===== src/design/assert_macros.svh =====
// assertion macros used by the overlap pair finder datapath
`ifndef ASSERT_MACROS_SVH
`define ASSERT_MACROS_SVH

// property checked on every clock edge outside reset
`define ASSERT_CLK(label, prop, msg) \
  label: assert property (@(posedge clk) disable iff (!rst_n) prop) else $error(msg);

// same-cycle implication checked outside reset
`define ASSERT_IMPL(label, ante, cons, msg) \
  label: assert property (@(posedge clk) disable iff (!rst_n) (ante) |-> (cons)) \
    else $error(msg);

`endif


===== src/design/lopf_pkg.sv =====
// shared types and constants for the lifespan overlap pair finder
`timescale 1ns / 1ps
`default_nettype none

package lopf_pkg;

  localparam int ACTIVE_DEPTH_DEF = 32;
  localparam int RESULT_LIMIT     = 32;
  localparam int CNT_W            = $clog2(RESULT_LIMIT + 1);
  localparam int ID_W             = 16;
  localparam int EPOCH_W          = 32;

  typedef enum logic [1:0] {
    ST_IDLE,
    ST_SCAN,
    ST_DONE
  } state_t;

  // commands from the controller to the datapath
  typedef struct packed {
    logic start;
    logic step;
    logic finish;
  } cmd_t;

  // status from the datapath to the controller
  typedef struct packed {
    logic last_slot;
    logic step_ok;
    logic out_free;
  } sts_t;

endpackage

`default_nettype wire


===== src/design/lifespan_overlap_pair_finder.sv =====
// Sweep-line overlap pair finder.
// Input channel: one beat per span (in_span_id, in_start_epoch, in_end_epoch),
// spans sorted by start epoch, taken when in_valid is high and in_stall low.
// Output channel: one beat per overlap pair with an active span, slot order,
// or a single beat with out_pair_valid low when nothing is active; out_last
// marks the final beat of a span and out_table_full is set there when the
// span found no free slot. At most 32 pairs are given per span.
// Sequence: the beat is taken, the retire-and-pair scan then steps through
// the entry memory slot by slot, and the final beat is loaded together with
// the insert. The next span can be taken in the cycle after the final beat
// is loaded.
// Reset: the table empties at once (valid bits clear) and the current epoch
// returns to one; no clearing pass is needed.
// Output stall: a finished beat waits in the output register; the scan halts
// on the next pair that needs that register until the receiver takes it.
`timescale 1ns / 1ps
`default_nettype none

module lifespan_overlap_pair_finder #(
  parameter int ACTIVE_DEPTH = lopf_pkg::ACTIVE_DEPTH_DEF
) (
  input  wire logic                         clk,
  input  wire logic                         rst_n,
  input  wire logic                         in_valid,
  output logic                              in_stall,
  input  wire logic [lopf_pkg::ID_W-1:0]    in_span_id,
  input  wire logic [lopf_pkg::EPOCH_W-1:0] in_start_epoch,
  input  wire logic [lopf_pkg::EPOCH_W-1:0] in_end_epoch,
  output logic                              out_valid,
  input  wire logic                         out_stall,
  output logic [lopf_pkg::ID_W-1:0]         out_new_id,
  output logic [lopf_pkg::ID_W-1:0]         out_other_id,
  output logic                              out_pair_valid,
  output logic                              out_table_full,
  output logic                              out_last
);

  lopf_pkg::cmd_t cmd;
  lopf_pkg::sts_t sts;

  // sequencer
  lopf_ctrl u_ctrl (
    .clk      (clk),
    .rst_n    (rst_n),
    .in_valid (in_valid),
    .in_stall (in_stall),
    .sts      (sts),
    .cmd      (cmd)
  );

  // table and result datapath
  lopf_dp #(
    .ACTIVE_DEPTH (ACTIVE_DEPTH)
  ) u_dp (
    .clk            (clk),
    .rst_n          (rst_n),
    .cmd            (cmd),
    .sts            (sts),
    .in_span_id     (in_span_id),
    .in_start_epoch (in_start_epoch),
    .in_end_epoch   (in_end_epoch),
    .out_valid      (out_valid),
    .out_stall      (out_stall),
    .out_new_id     (out_new_id),
    .out_other_id   (out_other_id),
    .out_pair_valid (out_pair_valid),
    .out_table_full (out_table_full),
    .out_last       (out_last)
  );

endmodule

`default_nettype wire


===== src/design/lopf_ctrl.sv =====
// controller state machine: accept, slot scan and final beat
`timescale 1ns / 1ps
`default_nettype none

module lopf_ctrl (
  input  wire logic          clk,
  input  wire logic          rst_n,
  input  wire logic          in_valid,
  output logic               in_stall,
  input  wire lopf_pkg::sts_t sts,
  output lopf_pkg::cmd_t     cmd
);

  lopf_pkg::state_t state_r;
  lopf_pkg::state_t state_nxt;

  // state register
  always_ff @(posedge clk) begin
    if (!rst_n) begin
      state_r <= lopf_pkg::ST_IDLE;
    end else begin
      state_r <= state_nxt;
    end
  end

  // next state and commands
  always_comb begin
    state_nxt  = state_r;
    cmd        = '0;
    in_stall   = 1'b1;
    case (state_r)
      lopf_pkg::ST_IDLE: begin
        in_stall = 1'b0;
        if (in_valid) begin
          cmd.start = 1'b1;
          state_nxt = lopf_pkg::ST_SCAN;
        end
      end
      lopf_pkg::ST_SCAN: begin
        if (sts.step_ok) begin
          cmd.step = 1'b1;
          if (sts.last_slot) begin
            state_nxt = lopf_pkg::ST_DONE;
          end
        end
      end
      lopf_pkg::ST_DONE: begin
        if (sts.out_free) begin
          cmd.finish = 1'b1;
          state_nxt  = lopf_pkg::ST_IDLE;
        end
      end
      default: begin
        state_nxt = lopf_pkg::ST_IDLE;
      end
    endcase
  end

endmodule

`default_nettype wire


===== src/design/lopf_dp.sv =====
// datapath: active table, epoch, slot scan, pending pair and output register
`timescale 1ns / 1ps
`default_nettype none

`include "assert_macros.svh"

module lopf_dp #(
  parameter int ACTIVE_DEPTH = lopf_pkg::ACTIVE_DEPTH_DEF
) (
  input  wire logic                         clk,
  input  wire logic                         rst_n,
  input  wire lopf_pkg::cmd_t               cmd,
  output lopf_pkg::sts_t                    sts,
  input  wire logic [lopf_pkg::ID_W-1:0]    in_span_id,
  input  wire logic [lopf_pkg::EPOCH_W-1:0] in_start_epoch,
  input  wire logic [lopf_pkg::EPOCH_W-1:0] in_end_epoch,
  output logic                              out_valid,
  input  wire logic                         out_stall,
  output logic [lopf_pkg::ID_W-1:0]         out_new_id,
  output logic [lopf_pkg::ID_W-1:0]         out_other_id,
  output logic                              out_pair_valid,
  output logic                              out_table_full,
  output logic                              out_last
);

  localparam int IDX_W = $clog2(ACTIVE_DEPTH);
  localparam int ENT_W = lopf_pkg::ID_W + lopf_pkg::EPOCH_W;
  localparam int CW    = lopf_pkg::CNT_W;

  // entry memory: span id above end epoch
  logic [ENT_W-1:0] mem [ACTIVE_DEPTH];
  logic [ENT_W-1:0] rd_data_r;
  logic             rd_en;
  logic [IDX_W-1:0] rd_addr;
  logic             mem_we;

  logic [ACTIVE_DEPTH-1:0]     valid_r, valid_nxt;
  logic [lopf_pkg::EPOCH_W-1:0] epoch_r, epoch_nxt;
  logic                        adv_r, adv_nxt;
  logic [lopf_pkg::ID_W-1:0]   id_r, id_nxt;
  logic [lopf_pkg::EPOCH_W-1:0] end_r, end_nxt;
  logic [IDX_W-1:0]            idx_r, idx_nxt;
  logic [CW-1:0]               count_r, count_nxt;
  logic                        pend_v_r, pend_v_nxt;
  logic [lopf_pkg::ID_W-1:0]   pend_id_r, pend_id_nxt;
  logic                        free_found_r, free_found_nxt;
  logic [IDX_W-1:0]            free_slot_r, free_slot_nxt;

  logic                        out_valid_r, out_valid_nxt;
  logic [lopf_pkg::ID_W-1:0]   out_new_id_r, out_new_id_nxt;
  logic [lopf_pkg::ID_W-1:0]   out_other_id_r, out_other_id_nxt;
  logic                        out_pair_valid_r, out_pair_valid_nxt;
  logic                        out_table_full_r, out_table_full_nxt;
  logic                        out_last_r, out_last_nxt;

  logic [lopf_pkg::ID_W-1:0]    rd_id;
  logic [lopf_pkg::EPOCH_W-1:0] rd_end;
  logic                         retain;
  logic                         take;
  logic                         out_free;
  logic                         last_slot;

  assign rd_id     = rd_data_r[ENT_W-1:lopf_pkg::EPOCH_W];
  assign rd_end    = rd_data_r[lopf_pkg::EPOCH_W-1:0];
  assign out_free  = !out_valid_r || !out_stall;
  assign last_slot = (idx_r == IDX_W'(ACTIVE_DEPTH - 1));

  // slot survives the retire check of the new epoch
  assign retain = valid_r[idx_r] && !(adv_r && (rd_end == epoch_r));
  assign take   = retain && (count_r < CW'(lopf_pkg::RESULT_LIMIT));

  // status to the controller
  always_comb begin
    sts.last_slot = last_slot;
    sts.step_ok   = !(take && pend_v_r) || out_free;
    sts.out_free  = out_free;
  end

  // memory read of the next slot and insert of the new span
  assign rd_en   = cmd.start || (cmd.step && !last_slot);
  assign rd_addr = cmd.start ? '0 : idx_r + IDX_W'(1);
  assign mem_we  = cmd.finish && free_found_r;

  always_ff @(posedge clk) begin
    if (mem_we) begin
      mem[free_slot_r] <= {id_r, end_r};
    end
    if (rd_en) begin
      rd_data_r <= mem[rd_addr];
    end
  end

  // scan, pairing and output next values
  always_comb begin
    valid_nxt          = valid_r;
    epoch_nxt          = epoch_r;
    adv_nxt            = adv_r;
    id_nxt             = id_r;
    end_nxt            = end_r;
    idx_nxt            = idx_r;
    count_nxt          = count_r;
    pend_v_nxt         = pend_v_r;
    pend_id_nxt        = pend_id_r;
    free_found_nxt     = free_found_r;
    free_slot_nxt      = free_slot_r;
    out_valid_nxt      = out_valid_r && out_stall;
    out_new_id_nxt     = out_new_id_r;
    out_other_id_nxt   = out_other_id_r;
    out_pair_valid_nxt = out_pair_valid_r;
    out_table_full_nxt = out_table_full_r;
    out_last_nxt       = out_last_r;

    if (cmd.start) begin
      adv_nxt        = (in_start_epoch != epoch_r);
      epoch_nxt      = epoch_r + lopf_pkg::EPOCH_W'(adv_nxt);
      id_nxt         = in_span_id;
      end_nxt        = in_end_epoch;
      idx_nxt        = '0;
      count_nxt      = '0;
      pend_v_nxt     = 1'b0;
      free_found_nxt = 1'b0;
    end

    if (cmd.step) begin
      if (!retain) begin
        valid_nxt[idx_r] = 1'b0;
        if (!free_found_r) begin
          free_found_nxt = 1'b1;
          free_slot_nxt  = idx_r;
        end
      end
      if (take) begin
        // the pair held back is now known not to be the last one
        if (pend_v_r) begin
          out_valid_nxt      = 1'b1;
          out_new_id_nxt     = id_r;
          out_other_id_nxt   = pend_id_r;
          out_pair_valid_nxt = 1'b1;
          out_table_full_nxt = 1'b0;
          out_last_nxt       = 1'b0;
        end
        pend_v_nxt  = 1'b1;
        pend_id_nxt = rd_id;
        count_nxt   = count_r + CW'(1);
      end
      if (!last_slot) begin
        idx_nxt = idx_r + IDX_W'(1);
      end
    end

    if (cmd.finish) begin
      out_valid_nxt      = 1'b1;
      out_new_id_nxt     = id_r;
      out_other_id_nxt   = pend_v_r ? pend_id_r : '0;
      out_pair_valid_nxt = pend_v_r;
      out_table_full_nxt = !free_found_r;
      out_last_nxt       = 1'b1;
      pend_v_nxt         = 1'b0;
      if (free_found_r) begin
        valid_nxt[free_slot_r] = 1'b1;
      end
    end
  end

  // control registers
  always_ff @(posedge clk) begin
    if (!rst_n) begin
      valid_r      <= '0;
      epoch_r      <= lopf_pkg::EPOCH_W'(1);
      adv_r        <= 1'b0;
      idx_r        <= '0;
      count_r      <= '0;
      pend_v_r     <= 1'b0;
      free_found_r <= 1'b0;
      out_valid_r  <= 1'b0;
    end else begin
      valid_r      <= valid_nxt;
      epoch_r      <= epoch_nxt;
      adv_r        <= adv_nxt;
      idx_r        <= idx_nxt;
      count_r      <= count_nxt;
      pend_v_r     <= pend_v_nxt;
      free_found_r <= free_found_nxt;
      out_valid_r  <= out_valid_nxt;
    end
  end

  // payload registers
  always_ff @(posedge clk) begin
    id_r             <= id_nxt;
    end_r            <= end_nxt;
    pend_id_r        <= pend_id_nxt;
    free_slot_r      <= free_slot_nxt;
    out_new_id_r     <= out_new_id_nxt;
    out_other_id_r   <= out_other_id_nxt;
    out_pair_valid_r <= out_pair_valid_nxt;
    out_table_full_r <= out_table_full_nxt;
    out_last_r       <= out_last_nxt;
  end

  assign out_valid      = out_valid_r;
  assign out_new_id     = out_new_id_r;
  assign out_other_id   = out_other_id_r;
  assign out_pair_valid = out_pair_valid_r;
  assign out_table_full = out_table_full_r;
  assign out_last       = out_last_r;

  // checks
  `ASSERT_IMPL(a_count_limit, 1'b1, count_r <= CW'(lopf_pkg::RESULT_LIMIT), "pair count over limit")
  `ASSERT_IMPL(a_pend_counted, pend_v_r, count_r != '0, "held pair without count")
  `ASSERT_CLK(a_insert_marks, (cmd.finish && free_found_r) |=> valid_r[$past(free_slot_r)], "insert did not set valid")
  `ASSERT_CLK(a_full_no_free, (cmd.finish && !free_found_r) |=> (valid_r == '1), "table full flagged with a free slot")

endmodule

`default_nettype wire


===== config.mk =====
export PLATFORM = sky130hd
export DESIGN_NAME = lifespan_overlap_pair_finder
export DESIGN_NICKNAME = d
export VERILOG_FILES = /design/src/design/lopf_pkg.sv /design/src/design/lifespan_overlap_pair_finder.sv /design/src/design/lopf_ctrl.sv /design/src/design/lopf_dp.sv
export VERILOG_INCLUDE_DIRS = /design/src /design/src/design
export SDC_FILE = /design/constraint.sdc
export NUM_CORES = 2
export LEC_CHECK = 0
export BUFFER_PORTS_ARGS = -buffer_cell sky130_fd_sc_hd__buf_2
export CAP_MARGIN = 20
export CORE_UTILIZATION = 56
export CTS_CLUSTER_SIZE = 20
export DETAILED_ROUTE_END_ITERATION = 10
export PLACE_DENSITY = 0.86
export SKIP_LAST_GASP = 1
export SYNTH_ARGS = -nofsm -noshare
export SYNTH_HDL_FRONTEND = slang
export SYNTH_SLANG_ARGS = --single-unit

===== constraint.sdc =====
create_clock -name clk -period 4.2 [get_ports clk]
set_clock_uncertainty 0.1 [all_clocks]
set_input_delay 0.84 -clock clk [delete_from_list [all_inputs] [get_ports clk]]
set_output_delay 0.84 -clock clk [all_outputs]
set_load 0.02 [all_outputs]

==> impl_metrics.toml <==
[run_status]
status = "complete, no violations"

[global_routing]
grt-ovfl-total = 0
grtUsageMet2 = 0.4684
gr-usage-all-layers = 0.3023
grt_pass1_wl_um = 263500
busiest_layer = "met2"
grtUsageMet1 = 0.4006
grt_max_degree = 109
grt_pass1_vias = 36280
met3_usage = 0.08683
antenna_found_initial = 6

[timing]
setup_violations = 0
tightest_slew_ns = 1.109
period_minus_slack_ns = 4.122
rsz0062_at_grt = "false"
drv_slew = 0
period_share = 0.9813
timing.hold.ws_ns = 0.1168
relSlewSlack = 0.2605
fmax_mhz = 242.6
setup_tns_ns = 0
hold_viol = 0

[synthesis]
avgSynthCellArea_um2 = 21.86
synth-seq-cells = 1769
netlist_instances = 3149
seq_area_frac_synth = 0.7596
ys_dominant_reg_cell = "edfxtp_1"
synth_edf_count = 1687
syn_nets = 3241
ys_types = 50
synth.cell_area_mm2 = 0.06885
yosys_warnings = 0
synth-async-reset-ratio = 0

[clocking]
cts_tree = "built"
clock_path_buffers = 3
htreeDepth = 4
postCtsSetupRepairBufs = 0
cts_sinks = 1769
cts_resized = 0
cts-hold-fix-buffers = 0
clk_pin_slew_worst_paths_ns = 0.07
clkLatencyLatePin_ns = 0.81
cts_root_buf = "clkbuf_16"
cts_buffers = 169

[drt]
wl_per_cell_um = 36.41
routed_wl_um = 187400
via_per_inst = 7.000
drt_drc_violations_left = 0
routed-via-count = 36030
initialDrtViolationCount = 6125
ant_nets = 0
drtPass1Iterations = 6

[critical_path]
worstPathCellList = "xor2_1, nor4_1, nand4_1, or4_1, nand3_1, a21o_4, buf_12"
crit_slowest_cell = "or4_1"
crit_fanout = 20
path_class = "register to register"
path_buf_inv = 1
slowest_delay_ns = 0.77
cp_top_family = "simple AND/OR/NAND/NOR gates"
critPathLaunchType = "register"
end_kind = "register"
cp.required_ns = 4.55
r2r_cells = 7
arrival_ns = 4.47
path_depth = 7

[layout]
n_fill_cell = 7286
area_growth_pct = 13.18
seqCellArea_mm2 = 0.05230
multiInputGateArea_mm2 = 0.01608
drive_gt1_frac = 0.3000
fin_nets = 3479

[placement]
dp_hpwl_um = 92060
gp_congestion = 0.9001
io_buffer_count = 120

[die]
die_h_um = 352.6
die_x_um = 352.6
core-area_mm2 = 0.1219
start_util = 0.5649
rows = 128
dieArea_mm2 = 0.1244
ios = 121

[worst_hold_path]
hold_depth = 1
hp-class = "primary input to register"

[power_and_ir_drop]
power_density_mw_per_mm2 = 461.7
power_leakage_nw = 24.30
max-vdd-ir-drop_uv = 350.2

[flow_run]
cap_viol_max_count = 0
per-stage QoR:
stage | std cells | area (µm²) | power (W) | worst slack, ns | util
global placement | 4838 | 72490 | 0.02127 | -0.1319 | 0.5948
detailed placement | 4839 | 72510 | 0.02134 | 0.1579 | 0.5949
global route | 5145 | 77920 | 0.03671 | 0.08789 | 0.6394
floorplan | 3149 | 68850 | 0.02079 | 0.1246 | -
CTS | 5143 | 77870 | 0.03600 | 0.3539 | 0.6389
finish | 5147 | 77930 | 0.03598 | 0.07848 | 0.6394
cells in the mapped netlist, types with 3 or more instances:
cell type | instances | share of area
a21boi_0 | 4 | 0.00044
a21o_1 | 3 | 0.00033
and2_1 | 30 | 0.0027
and3_1 | 7 | 0.00064
buf_1 | 30 | 0.0016
buf_2 | 39 | 0.0028
buf_4 | 6 | 0.00065
clkbuf_1 | 100 | 0.0055
dfxtp_1 | 82 | 0.024
edfxtp_1 | 1687 | 0.74
ha_1 | 8 | 0.0015
inv_1 | 3 | 0.00016
mux2_2 | 48 | 0.0079
mux2i_1 | 15 | 0.0022
mux4_2 | 482 | 0.16
nand2_1 | 51 | 0.0028
nand2b_1 | 196 | 0.018
nand3_1 | 29 | 0.0021
nand4_1 | 21 | 0.0019
nor2_1 | 54 | 0.0029
nor2b_1 | 27 | 0.0025
nor3_1 | 5 | 0.00036
nor3b_1 | 4 | 0.00044
nor4_1 | 9 | 0.00082
o211ai_1 | 5 | 0.00055
o21a_1 | 36 | 0.0039
o21ai_0 | 8 | 0.00058
o22ai_1 | 5 | 0.00045
o31a_1 | 32 | 0.0041
or2_2 | 3 | 0.00027
or3_1 | 5 | 0.00045
xnor2_1 | 52 | 0.0066
xor2_1 | 40 | 0.0051
placed cells by master, fill, tap and decap left out, drive strengths merged, types with 4 or more instances in the layout:
| cell | netlist | layout |
|---|---|---|
| nand3 | 29 | 29 |
| clkinvlp | 0 | 6 |
| mux2i | 15 | 15 |
| buf | 77 | 244 |
| xnor2 | 52 | 52 |
| and3 | 7 | 7 |
| or3 | 5 | 5 |
| nor4 | 10 | 10 |
| ha | 8 | 8 |
| nor2b | 27 | 27 |
| inv | 4 | 13 |
| o21a | 36 | 36 |
| edfxtp | 1687 | 1687 |
| o211ai | 5 | 5 |
| dfxtp | 82 | 82 |
| nor3b | 4 | 4 |
| mux4 | 482 | 482 |
| o22ai | 5 | 5 |
| bufinv | 0 | 9 |
| mux2 | 48 | 48 |
| nand2 | 51 | 51 |
| nor3 | 5 | 5 |
| nand4 | 21 | 21 |
| and2 | 31 | 31 |
| o21ai | 8 | 8 |
| nand2b | 196 | 196 |
| a21boi | 5 | 5 |
| clkinv | 0 | 71 |
| clkbuf | 100 | 209 |
| xor2 | 40 | 40 |
| nor2 | 54 | 54 |
| o31a | 32 | 32 |
path summary, 6_finish.rpt:
check / endpoint / startpoint / slack, ns
worst max-delay path: u_dp.rd_data_r[24] / u_dp.epoch_r[28] / 0.08
worst min-delay path: u_dp.end_r[21] / in_end_epoch[21] / 0.12
worst max register to register: u_dp.rd_data_r[24] / u_dp.epoch_r[28] / 0.08
worst min register to register: u_dp.pend_id_r[8] / u_dp.rd_data_r[40] / 0.32
flip-flops by register name, indices dropped and copies added, names as in the netlist, 2 cells and up:
register and count:
u_ctrl.state_r 2, u_dp.count_r 6, u_dp.end_r 32, u_dp.epoch_r 32, u_dp.free_slot_r 5, u_dp.id_r 16, u_dp.idx_r 5, u_dp.mem 1536
u_dp.out_new_id 16, u_dp.out_other_id 16, u_dp.pend_id_r 16, u_dp.rd_data_r 48, u_dp.valid_r 32
cell type report:
class / instances / area share
sequential: 1769 / 0.6712
timing repair buffer: 244 / 0.02739
clock buffer: 209 / 0.05737
tap: 1625 / 0.02609
multi-input combinational: 1199 / 0.2063
inverter: 4 / 0.0002248
clock inverter: 95 / 0.01138
antenna: 2 / 0.00006422
kinds of logic (layout without fill, tap and decap cells):
group,Yosys count,count (layout),synth area share
flops,1769,1769,0.7596
mux,545,545,0.1677
simple gates,454,454,0.03733
buf+inv,181,552,0.01112
compound gates,100,100,0.01110
xor+xnor,92,92,0.01170
fa+ha+maj,8,8,0.001454
other cells,0,2,0
power by group:
part	internal [W]	switching (W)
Clock	0.00818	0.00675
Sequential	0.0194	0.000288
Combinational	0.000618	0.000722
routing by layer:
layer / vias to the layer above / wire [µm] / share of wire
met2: 3414 / 89530 / 0.48
met1: 18560 / 63130 / 0.34
li1: 13450 / - / -
met5: - / 43 / 0.00023
met4: 8 / 8771 / 0.047
met3: 601 / 25910 / 0.14
Power figures use the tool's default switching activity.
